`config.mk`:
```
export PLATFORM = sky130hd
export DESIGN_NAME = record_mean_variance_stddev
export DESIGN_NICKNAME = d
export VERILOG_FILES = /design/src/design/mvs_pkg.sv /design/src/design/record_mean_variance_stddev.sv /design/src/design/mvs_divsqrt.sv
export SDC_FILE = /design/constraint.sdc
export NUM_CORES = 2
export LEC_CHECK = 0
export ABC_CLOCK_PERIOD_IN_PS = 12150
export BUFFER_PORTS_ARGS = -buffer_cell sky130_fd_sc_hd__buf_2
export CORE_MARGIN = 2
export CORE_UTILIZATION = 50
export DETAILED_ROUTE_END_ITERATION = 7
export PLACE_DENSITY = 0.66
export SYNTH_ARGS = -nofsm -noshare
export SYNTH_HDL_FRONTEND = slang
export SYNTH_HIERARCHICAL = 1
export SYNTH_SLANG_ARGS = --single-unit
```
`constraint.sdc`:
```
create_clock -name clk -period 12.15 [get_ports clk]
set_clock_uncertainty 0.1 [all_clocks]
set_input_delay 2.43 -clock clk [delete_from_list [all_inputs] [get_ports clk]]
set_output_delay 2.43 -clock clk [all_outputs]
set_load 0.005 [all_outputs]
```
`src/design/mvs_pkg.sv`:
```
// Shared types, constants and codes for the record mean/variance/deviation block.
package mvs_pkg;

    // Default parameter values
    localparam int DEF_MAX_SAMPLES = 8;
    localparam int DEF_SAMPLE_BITS = 16;

    // Fixed field widths of the ports
    localparam int IN_W   = 16;
    localparam int IDX_W  = 16;
    localparam int MEAN_W = 24;
    localparam int VAR_W  = 38;
    localparam int DEV_W  = 23;

    // Fraction bits of the fixed-point results
    localparam int FRAC_BITS = 8;

    // Saturation value of the record index
    localparam logic [IDX_W-1:0] IDX_MAX = {IDX_W{1'b1}};

    // Register port
    localparam int PADDR_W   = 3;
    localparam int PDATA_W   = 32;
    localparam int REG_IDX_W = PADDR_W - 2;
    localparam int CFG_W     = 4;

    localparam logic [REG_IDX_W-1:0] REG_SAMPLES_PER_RECORD = '0;
    localparam logic [CFG_W-1:0]     SPR_RESET              = 4'd5;

    // Sequencer states
    typedef enum logic [2:0] {
        ST_IDLE,
        ST_ACCUM,
        ST_MUL,
        ST_MEAN,
        ST_VAR,
        ST_ROOT,
        ST_EMIT
    } state_t;

    // Operations of the shared divide/square-root unit
    typedef enum logic {
        OP_DIV,
        OP_SQRT
    } op_t;

    // Command from the sequencer to the shared unit
    typedef struct packed {
        logic start;
        op_t  op;
    } unit_cmd_t;

endpackage

```
`src/design/record_mean_variance_stddev.sv`:
```
// Top level: per-record mean, variance and standard deviation with running best records.
//
// Samples arrive one beat at a time and are summed and squared into the current
// record. A sample that does not close a record stalls the input while it is
// accumulated. A sample that closes a record stalls it through the ACCUM, MUL,
// MEAN, VAR, ROOT and EMIT states, plus any wait for the previous result to be
// read. Most of that stall is set by the shared divide/square-root unit, which
// produces one bit per cycle for the mean quotient, then the variance quotient,
// then the square root. The result sits in an output register, so the next
// record's samples are taken while it waits to be read. The record length
// register lives at byte address 0.
module record_mean_variance_stddev
    import mvs_pkg::*;
#(
    parameter int MAX_SAMPLES = DEF_MAX_SAMPLES,
    parameter int SAMPLE_BITS = DEF_SAMPLE_BITS
)
(
    input  logic               clk,
    input  logic               rst_n,
    // register port
    input  logic               psel,
    input  logic               penable,
    input  logic               pwrite,
    input  logic [PADDR_W-1:0] paddr,
    input  logic [PDATA_W-1:0] pwdata,
    output logic [PDATA_W-1:0] prdata,
    output logic               pready,
    // sample input
    input  logic               in_valid,
    output logic               in_stall,
    input  logic [IN_W-1:0]    sample,
    // result output
    output logic               out_valid,
    input  logic               out_stall,
    output logic [IDX_W-1:0]   record_index,
    output logic [MEAN_W-1:0]  mean_q8,
    output logic [VAR_W-1:0]   variance_q8,
    output logic [DEV_W-1:0]   deviation_q8,
    output logic [IDX_W-1:0]   top_mean_index,
    output logic [MEAN_W-1:0]  top_mean_q8,
    output logic [IDX_W-1:0]   top_deviation_index,
    output logic [DEV_W-1:0]   top_deviation_q8
);

    localparam int CNT_W      = $clog2(MAX_SAMPLES + 1);
    localparam int SUM_W      = SAMPLE_BITS + CNT_W;
    localparam int SQ_W       = 2 * SAMPLE_BITS + CNT_W;
    localparam int NN_W       = 2 * CNT_W;
    localparam int NUM_W      = SQ_W + CNT_W;
    localparam int MEAN_DIV_W = SUM_W + FRAC_BITS;
    localparam int VAR_Q_W    = NUM_W + FRAC_BITS;
    localparam int XW         = VAR_Q_W + FRAC_BITS;
    localparam int ROOT_W     = XW / 2;
    localparam int ITER_W     = $clog2(XW + 1);

    localparam logic [CNT_W-1:0] MAX_LEN = CNT_W'(MAX_SAMPLES);

    state_t                   state_reg;
    state_t                   state_next;

    logic [CFG_W-1:0]         spr_reg;

    logic [SAMPLE_BITS-1:0]   sample_reg;
    logic [2*SAMPLE_BITS-1:0] sq_reg;
    logic [SUM_W-1:0]         sum_reg;
    logic [SQ_W-1:0]          sumsq_reg;
    logic [CNT_W-1:0]         seen_reg;
    logic [CNT_W-1:0]         n_reg;
    logic [NUM_W-1:0]         prod_reg;
    logic [NUM_W-1:0]         sq2_reg;
    logic [NN_W-1:0]          nn_reg;
    logic [NUM_W-1:0]         num_reg;
    logic [MEAN_DIV_W-1:0]    mean_reg;
    logic [VAR_Q_W-1:0]       var_reg;

    logic [IDX_W-1:0]         rec_cnt_reg;
    logic                     best_valid_reg;
    logic [MEAN_DIV_W-1:0]    best_mean_reg;
    logic [IDX_W-1:0]         best_mean_idx_reg;
    logic [ROOT_W-1:0]        best_dev_reg;
    logic [IDX_W-1:0]         best_dev_idx_reg;

    logic                     out_valid_reg;
    logic [IDX_W-1:0]         record_index_reg;
    logic [MEAN_W-1:0]        mean_q8_reg;
    logic [VAR_W-1:0]         variance_q8_reg;
    logic [DEV_W-1:0]         deviation_q8_reg;
    logic [IDX_W-1:0]         top_mean_index_reg;
    logic [MEAN_W-1:0]        top_mean_q8_reg;
    logic [IDX_W-1:0]         top_deviation_index_reg;
    logic [DEV_W-1:0]         top_deviation_q8_reg;

    logic [SAMPLE_BITS-1:0]   s_in;
    logic [2*SAMPLE_BITS-1:0] s_ext;
    logic [NUM_W-1:0]         sumsq_ext;
    logic [NUM_W-1:0]         sum_ext;
    logic [CNT_W-1:0]         len;
    logic [CNT_W-1:0]         cnt_inc;
    logic                     rec_end;
    logic                     accept;
    logic                     emit_go;
    logic                     new_best_mean;
    logic                     new_best_dev;
    logic [ROOT_W-1:0]        dev_val;

    logic [REG_IDX_W-1:0]     reg_idx;
    logic                     cfg_wr;

    unit_cmd_t                unit_cmd;
    logic [XW-1:0]            unit_x;
    logic [NN_W-1:0]          unit_div;
    logic [ITER_W-1:0]        unit_iters;
    logic                     unit_done;
    logic [XW-1:0]            unit_q;

    // Register port decode
    assign reg_idx = paddr[PADDR_W-1:2];
    assign cfg_wr  = psel && penable && pwrite && (reg_idx == REG_SAMPLES_PER_RECORD);
    assign pready  = 1'b1;
    assign prdata  = (reg_idx == REG_SAMPLES_PER_RECORD) ? PDATA_W'(spr_reg) : '0;

    // Sample and operand extensions
    assign s_in      = SAMPLE_BITS'(sample);
    assign s_ext     = (2*SAMPLE_BITS)'(s_in);
    assign sumsq_ext = NUM_W'(sumsq_reg);
    assign sum_ext   = NUM_W'(sum_reg);

    // Clamp the record length to 1..MAX_SAMPLES
    always_comb
    begin
        if (spr_reg == '0)
        begin
            len = CNT_W'(1);
        end
        else if (int'(spr_reg) > MAX_SAMPLES)
        begin
            len = MAX_LEN;
        end
        else
        begin
            len = CNT_W'(spr_reg);
        end
    end

    assign cnt_inc = seen_reg + CNT_W'(1);
    assign rec_end = (cnt_inc >= len);
    assign accept  = in_valid && (state_reg == ST_IDLE);
    assign dev_val = ROOT_W'(unit_q);

    // Best-record comparisons, earlier record wins a tie
    assign new_best_mean = !best_valid_reg || (mean_reg > best_mean_reg);
    assign new_best_dev  = !best_valid_reg || (dev_val > best_dev_reg);

    // State register
    always_ff @(posedge clk or negedge rst_n)
    begin
        if (!rst_n)
        begin
            state_reg <= ST_IDLE;
        end
        else
        begin
            state_reg <= state_next;
        end
    end

    // Next state and unit commands
    always_comb
    begin
        state_next = state_reg;
        unit_cmd   = '{start: 1'b0, op: OP_DIV};
        unit_x     = '0;
        unit_div   = '0;
        unit_iters = '0;
        emit_go    = 1'b0;
        case (state_reg)
            ST_IDLE:
            begin
                if (in_valid)
                begin
                    state_next = ST_ACCUM;
                end
            end
            ST_ACCUM:
            begin
                state_next = rec_end ? ST_MUL : ST_IDLE;
            end
            ST_MUL:
            begin
                unit_cmd   = '{start: 1'b1, op: OP_DIV};
                unit_x     = XW'({sum_reg, {FRAC_BITS{1'b0}}}) << (XW - MEAN_DIV_W);
                unit_div   = NN_W'(n_reg);
                unit_iters = ITER_W'(MEAN_DIV_W);
                state_next = ST_MEAN;
            end
            ST_MEAN:
            begin
                if (unit_done)
                begin
                    unit_cmd   = '{start: 1'b1, op: OP_DIV};
                    unit_x     = XW'({num_reg, {FRAC_BITS{1'b0}}}) << (XW - VAR_Q_W);
                    unit_div   = nn_reg;
                    unit_iters = ITER_W'(VAR_Q_W);
                    state_next = ST_VAR;
                end
            end
            ST_VAR:
            begin
                if (unit_done)
                begin
                    unit_cmd   = '{start: 1'b1, op: OP_SQRT};
                    unit_x     = {unit_q[VAR_Q_W-1:0], {FRAC_BITS{1'b0}}};
                    unit_iters = ITER_W'(ROOT_W);
                    state_next = ST_ROOT;
                end
            end
            ST_ROOT:
            begin
                if (unit_done)
                begin
                    state_next = ST_EMIT;
                end
            end
            ST_EMIT:
            begin
                if (!out_valid_reg || !out_stall)
                begin
                    emit_go    = 1'b1;
                    state_next = ST_IDLE;
                end
            end
            default:
            begin
                state_next = ST_IDLE;
            end
        endcase
    end

    // Configuration, accumulators, record counter, best records and output valid
    always_ff @(posedge clk or negedge rst_n)
    begin
        if (!rst_n)
        begin
            spr_reg           <= SPR_RESET;
            sum_reg           <= '0;
            sumsq_reg         <= '0;
            seen_reg          <= '0;
            rec_cnt_reg       <= '0;
            best_valid_reg    <= 1'b0;
            best_mean_reg     <= '0;
            best_mean_idx_reg <= '0;
            best_dev_reg      <= '0;
            best_dev_idx_reg  <= '0;
            out_valid_reg     <= 1'b0;
        end
        else
        begin
            if (cfg_wr)
            begin
                spr_reg <= pwdata[CFG_W-1:0];
            end
            if (out_valid_reg && !out_stall)
            begin
                out_valid_reg <= 1'b0;
            end
            if (state_reg == ST_ACCUM)
            begin
                sum_reg   <= sum_reg + SUM_W'(sample_reg);
                sumsq_reg <= sumsq_reg + SQ_W'(sq_reg);
                seen_reg  <= rec_end ? '0 : cnt_inc;
            end
            if (emit_go)
            begin
                sum_reg        <= '0;
                sumsq_reg      <= '0;
                best_valid_reg <= 1'b1;
                out_valid_reg  <= 1'b1;
                if (rec_cnt_reg != IDX_MAX)
                begin
                    rec_cnt_reg <= rec_cnt_reg + IDX_W'(1);
                end
                if (new_best_mean)
                begin
                    best_mean_reg     <= mean_reg;
                    best_mean_idx_reg <= rec_cnt_reg;
                end
                if (new_best_dev)
                begin
                    best_dev_reg     <= dev_val;
                    best_dev_idx_reg <= rec_cnt_reg;
                end
            end
        end
    end

    // Sample capture, products, quotients and output payload
    always_ff @(posedge clk)
    begin
        if (accept)
        begin
            sample_reg <= s_in;
            sq_reg     <= s_ext * s_ext;
        end
        if ((state_reg == ST_ACCUM) && rec_end)
        begin
            n_reg <= cnt_inc;
        end
        if (state_reg == ST_MUL)
        begin
            prod_reg <= sumsq_ext * n_reg;
            sq2_reg  <= sum_ext * sum_ext;
            nn_reg   <= NN_W'(n_reg) * NN_W'(n_reg);
        end
        if (state_reg == ST_MEAN)
        begin
            num_reg <= prod_reg - sq2_reg;
            if (unit_done)
            begin
                mean_reg <= MEAN_DIV_W'(unit_q);
            end
        end
        if ((state_reg == ST_VAR) && unit_done)
        begin
            var_reg <= unit_q[VAR_Q_W-1:0];
        end
        if (emit_go)
        begin
            record_index_reg        <= rec_cnt_reg;
            mean_q8_reg             <= MEAN_W'(mean_reg);
            variance_q8_reg         <= VAR_W'(var_reg);
            deviation_q8_reg        <= DEV_W'(dev_val);
            top_mean_index_reg      <= new_best_mean ? rec_cnt_reg : best_mean_idx_reg;
            top_mean_q8_reg         <= MEAN_W'(new_best_mean ? mean_reg : best_mean_reg);
            top_deviation_index_reg <= new_best_dev ? rec_cnt_reg : best_dev_idx_reg;
            top_deviation_q8_reg    <= DEV_W'(new_best_dev ? dev_val : best_dev_reg);
        end
    end

    // Shared divide/square-root unit
    mvs_divsqrt #(
        .XW     (XW),
        .DIV_W  (NN_W),
        .ITER_W (ITER_W)
    ) u_divsqrt (
        .clk     (clk),
        .rst_n   (rst_n),
        .cmd     (unit_cmd),
        .x_in    (unit_x),
        .divisor (unit_div),
        .iters   (unit_iters),
        .done    (unit_done),
        .q       (unit_q)
    );

    // Drive the ports
    assign in_stall            = (state_reg != ST_IDLE);
    assign out_valid           = out_valid_reg;
    assign record_index        = record_index_reg;
    assign mean_q8             = mean_q8_reg;
    assign variance_q8         = variance_q8_reg;
    assign deviation_q8        = deviation_q8_reg;
    assign top_mean_index      = top_mean_index_reg;
    assign top_mean_q8         = top_mean_q8_reg;
    assign top_deviation_index = top_deviation_index_reg;
    assign top_deviation_q8    = top_deviation_q8_reg;

endmodule

```
`src/design/mvs_divsqrt.sv`:
```
// Shared restoring divider and digit-by-digit square root, one result bit per cycle.
module mvs_divsqrt
    import mvs_pkg::*;
#(
    parameter int XW     = 56,
    parameter int DIV_W  = 8,
    parameter int ITER_W = $clog2(XW + 1)
)
(
    input  logic              clk,
    input  logic              rst_n,
    input  unit_cmd_t         cmd,
    input  logic [XW-1:0]     x_in,
    input  logic [DIV_W-1:0]  divisor,
    input  logic [ITER_W-1:0] iters,
    output logic              done,
    output logic [XW-1:0]     q
);

    localparam int RM_A = XW / 2 + 3;
    localparam int RM_B = DIV_W + 2;
    localparam int RM_W = (RM_A > RM_B) ? RM_A : RM_B;

    logic              busy_reg;
    logic              done_reg;
    op_t               op_reg;
    logic [ITER_W-1:0] cnt_reg;
    logic [XW-1:0]     x_reg;
    logic [DIV_W-1:0]  d_reg;
    logic [RM_W-1:0]   rem_reg;
    logic [XW-1:0]     q_reg;

    logic [RM_W-1:0]   rem_sh;
    logic [RM_W-1:0]   trial;
    logic [RM_W:0]     diff;
    logic              fits;
    logic [XW-1:0]     x_shift;

    // Shift in the next digit, compare against the trial term and subtract
    always_comb
    begin
        if (op_reg == OP_SQRT)
        begin
            rem_sh  = {rem_reg[RM_W-3:0], x_reg[XW-1 -: 2]};
            trial   = RM_W'({q_reg, 2'b01});
            x_shift = x_reg << 2;
        end
        else
        begin
            rem_sh  = {rem_reg[RM_W-2:0], x_reg[XW-1]};
            trial   = RM_W'(d_reg);
            x_shift = x_reg << 1;
        end
        diff = {1'b0, rem_sh} - {1'b0, trial};
        fits = ~diff[RM_W];
    end

    // Iteration control
    always_ff @(posedge clk or negedge rst_n)
    begin
        if (!rst_n)
        begin
            busy_reg <= 1'b0;
            done_reg <= 1'b0;
            cnt_reg  <= '0;
            op_reg   <= OP_DIV;
        end
        else
        begin
            done_reg <= 1'b0;
            if (cmd.start)
            begin
                busy_reg <= 1'b1;
                cnt_reg  <= iters;
                op_reg   <= cmd.op;
            end
            else if (busy_reg)
            begin
                cnt_reg <= cnt_reg - ITER_W'(1);
                if (cnt_reg == ITER_W'(1))
                begin
                    busy_reg <= 1'b0;
                    done_reg <= 1'b1;
                end
            end
        end
    end

    // Operand, remainder and result registers
    always_ff @(posedge clk)
    begin
        if (cmd.start)
        begin
            x_reg   <= x_in;
            d_reg   <= divisor;
            rem_reg <= '0;
            q_reg   <= '0;
        end
        else if (busy_reg)
        begin
            x_reg   <= x_shift;
            rem_reg <= fits ? diff[RM_W-1:0] : rem_sh;
            q_reg   <= {q_reg[XW-2:0], fits};
        end
    end

    assign done = done_reg;
    assign q    = q_reg;

endmodule

```
==> impl_metrics.py <==
metrics = {
    "setup_path": {
        "criticalPathCategory": "flop to flop",
        "crit_fanout": 20,
        "arrival_ns": 8.60,
        "r2r_start": "sum_reg[10]",
        "rrSetupSlack_ns": 3.86,
        "ff2ff_path_depth": 23,
        "required_ns": 12.46,
        "cp-end-kind": "flop",
        "r2r_end": "sq2_reg[37]",
        "critical_path.startpoint_type": "flop",
    },
    "min_path": {
        "min_to": "variance_q8[3]",
        "whs_path_depth": 0,
        "worstHoldStart": "var_reg[3]",
        "min_path_type": "flop to flop",
    },
    "clock_tree": {
        "clk_latency_ns": 0.66,
        "clockRootBuffer": "clkbuf_16",
        "cts_tree": "done",
        "clk_pin_slew_worst_paths_ns": 0.06,
        "ctsResizeCount": 0,
        "numClockSinks": 746,
        "post_cts_buffers": 0,
        "htree_levels": 3,
        "cts_buffer_depth": 3,
        "cts_hold_buffers": 0,
        "cts_made_buffers": 81,
    },
    "routing": {
        "dr.first_iter.drc_count": 2633,
        "num_vias": 40100,
        "wl_per_cell_um": 18.0,
        "antenna_left": 0,
        "drtPass1Iterations": 5,
        "totalWireLength_mm": 134,
        "viasPerCell": 5.42,
        "drc_errors": 0,
    },
    "placed_design": {
        "dp_hpwl_mm": 99.0,
        "numPlacedInstances": 7251,
        "routabilityCongestion": 0.907,
        "dpl-instance-area_um2": 61400,
        "port_buffers": 213,
    },
    "floorplan": {
        "floorplan.initialDensity_pct": 50.2,
        "rows": 126,
        "fp.dieArea_um2": 121000,
        "die_w_um": 348,
        "core_area_um2": 118000,
        "fp.dieH_um": 348,
        "boundaryPins": 273,
    },
    "finish": {
        "antenna_cells": 0,
        "layout_common_cells": "inv_1 (801), nand2_1 (652), fa_1 (513), edfxtp_1 (486), ha_1 (477)",
        "layout-drive-gt1-share_pct": 10.5,
        "layout_commonest_cell": "inv_1",
        "syn_to_final_growth_pct": 8.60,
        "largest_register_ffs": 56,
        "fin_cells": 7403,
        "nFillCells": 10300,
        "fin_area_um2": 64200,
        "nets": 6846,
    },
    "timing": {
        "setup_viol": 0,
        "hold_viol": 0,
        "relSlewSlack_pct": 17.2,
        "setup_tns_ns": 0,
        "rsz0062_at_grt": "false",
        "maxSlewViolCount": 0,
        "max_freq_mhz": 121,
        "worstMarginPinSlew_ns": 1.24,
        "whs_ns": 0.315,
        "fin_crit_sh_pct": 68.2,
        "period_minus_slack_ns": 8.29,
    },
    "global_route": {
        "overflow": 0,
        "grt_pass1_wl_mm": 217,
        "grt_pass1_vias": 40500,
        "grtUsageTotal_pct": 22.4,
        "grt_max_degree": 99,
        "antenna_found_initial": 1,
    },
    "synthesis": {
        "syn_area_um2": 59100,
        "synthCells": 5674,
        "ys_warn_count": 6,
        "avgSynthCellArea_um2": 10.4,
    },
    "status": {
        "status": "finished, final reports clean",
    },
    "job": {
        "maxCapViolations": 0,
    },
}
==> worst max-delay path: stages (launching register included) <==
cell and delay, ns:
dfrtp_1 1.05, inv_1 0.48, nor2_1 0.28, inv_1 0.09, fa_1 0.50, fa_1 0.54
inv_1 0.05, fa_1 0.49, inv_1 0.05, fa_1 0.55, fa_1 0.43, fa_1 0.49
inv_1 0.05, fa_1 0.45, ha_1 0.38, a21oi_1 0.24, o21ai_0 0.17, o21bai_1 0.24
and3_1 0.18, a21oi_1 0.11, a221oi_1 0.59, o21ai_0 0.17, a21boi_0 0.25, xnor2_1 0.09
==> final cells by class <==
| type | count | area, um2 | share of cell area (%) |
|---|---|---|---|
| multi-input combinational | 3904 | 34300 | 53.5 |
| sequential | 746 | 20700 | 32.3 |
| inverter | 804 | 3030 | 4.72 |
| clock buffer | 109 | 2210 | 3.45 |
| tap | 1536 | 1920 | 3.00 |
| timing repair buffer | 261 | 1440 | 2.24 |
| clock inverter | 43 | 529 | 0.825 |
==> stage by stage <==
| stage | setup slack, ns | util, % |
|---|---|---|
| 3_5_place_dp | 3.35 | 52.2 |
| 6_report | 3.86 | 54.5 |
| 4_1_cts | 3.96 | 54.5 |
| 2_1_floorplan | 3.91 | - |
| 5_1_grt | 3.53 | 54.5 |
| 3_3_place_gp | 3.33 | 52.2 |
==> layer usage <==
metal / global-route usage [%] / up-vias / share of wire, %
li1: - / 19300 / -
met1: 30.2 / 19800 / 45
met2: 37.9 / 853 / 47
met3: 2.45 / 194 / 4.4
met4: 7.52 / 0 / 3.1
met5: 0 / - / 0
==> worst max-delay path by stage <==
stage                 from           to  slack (ns)  cells past startpoint
6_report       sum_reg[10]  sq2_reg[37]        3.86                     23
2_1_floorplan    sample[3]   sq_reg[28]        3.91                     22
3_3_place_gp     sample[2]   sq_reg[28]        3.33                     22
5_1_grt        sum_reg[10]  sq2_reg[33]        3.53                     23
3_5_place_dp     sample[2]   sq_reg[28]        3.35                     22
4_1_cts        sum_reg[10]  sq2_reg[37]        3.96                     23
Power is left out: the tool's default activity adds up to more than one toggle a clock period on the data nets, which glitch-free logic cannot reach.
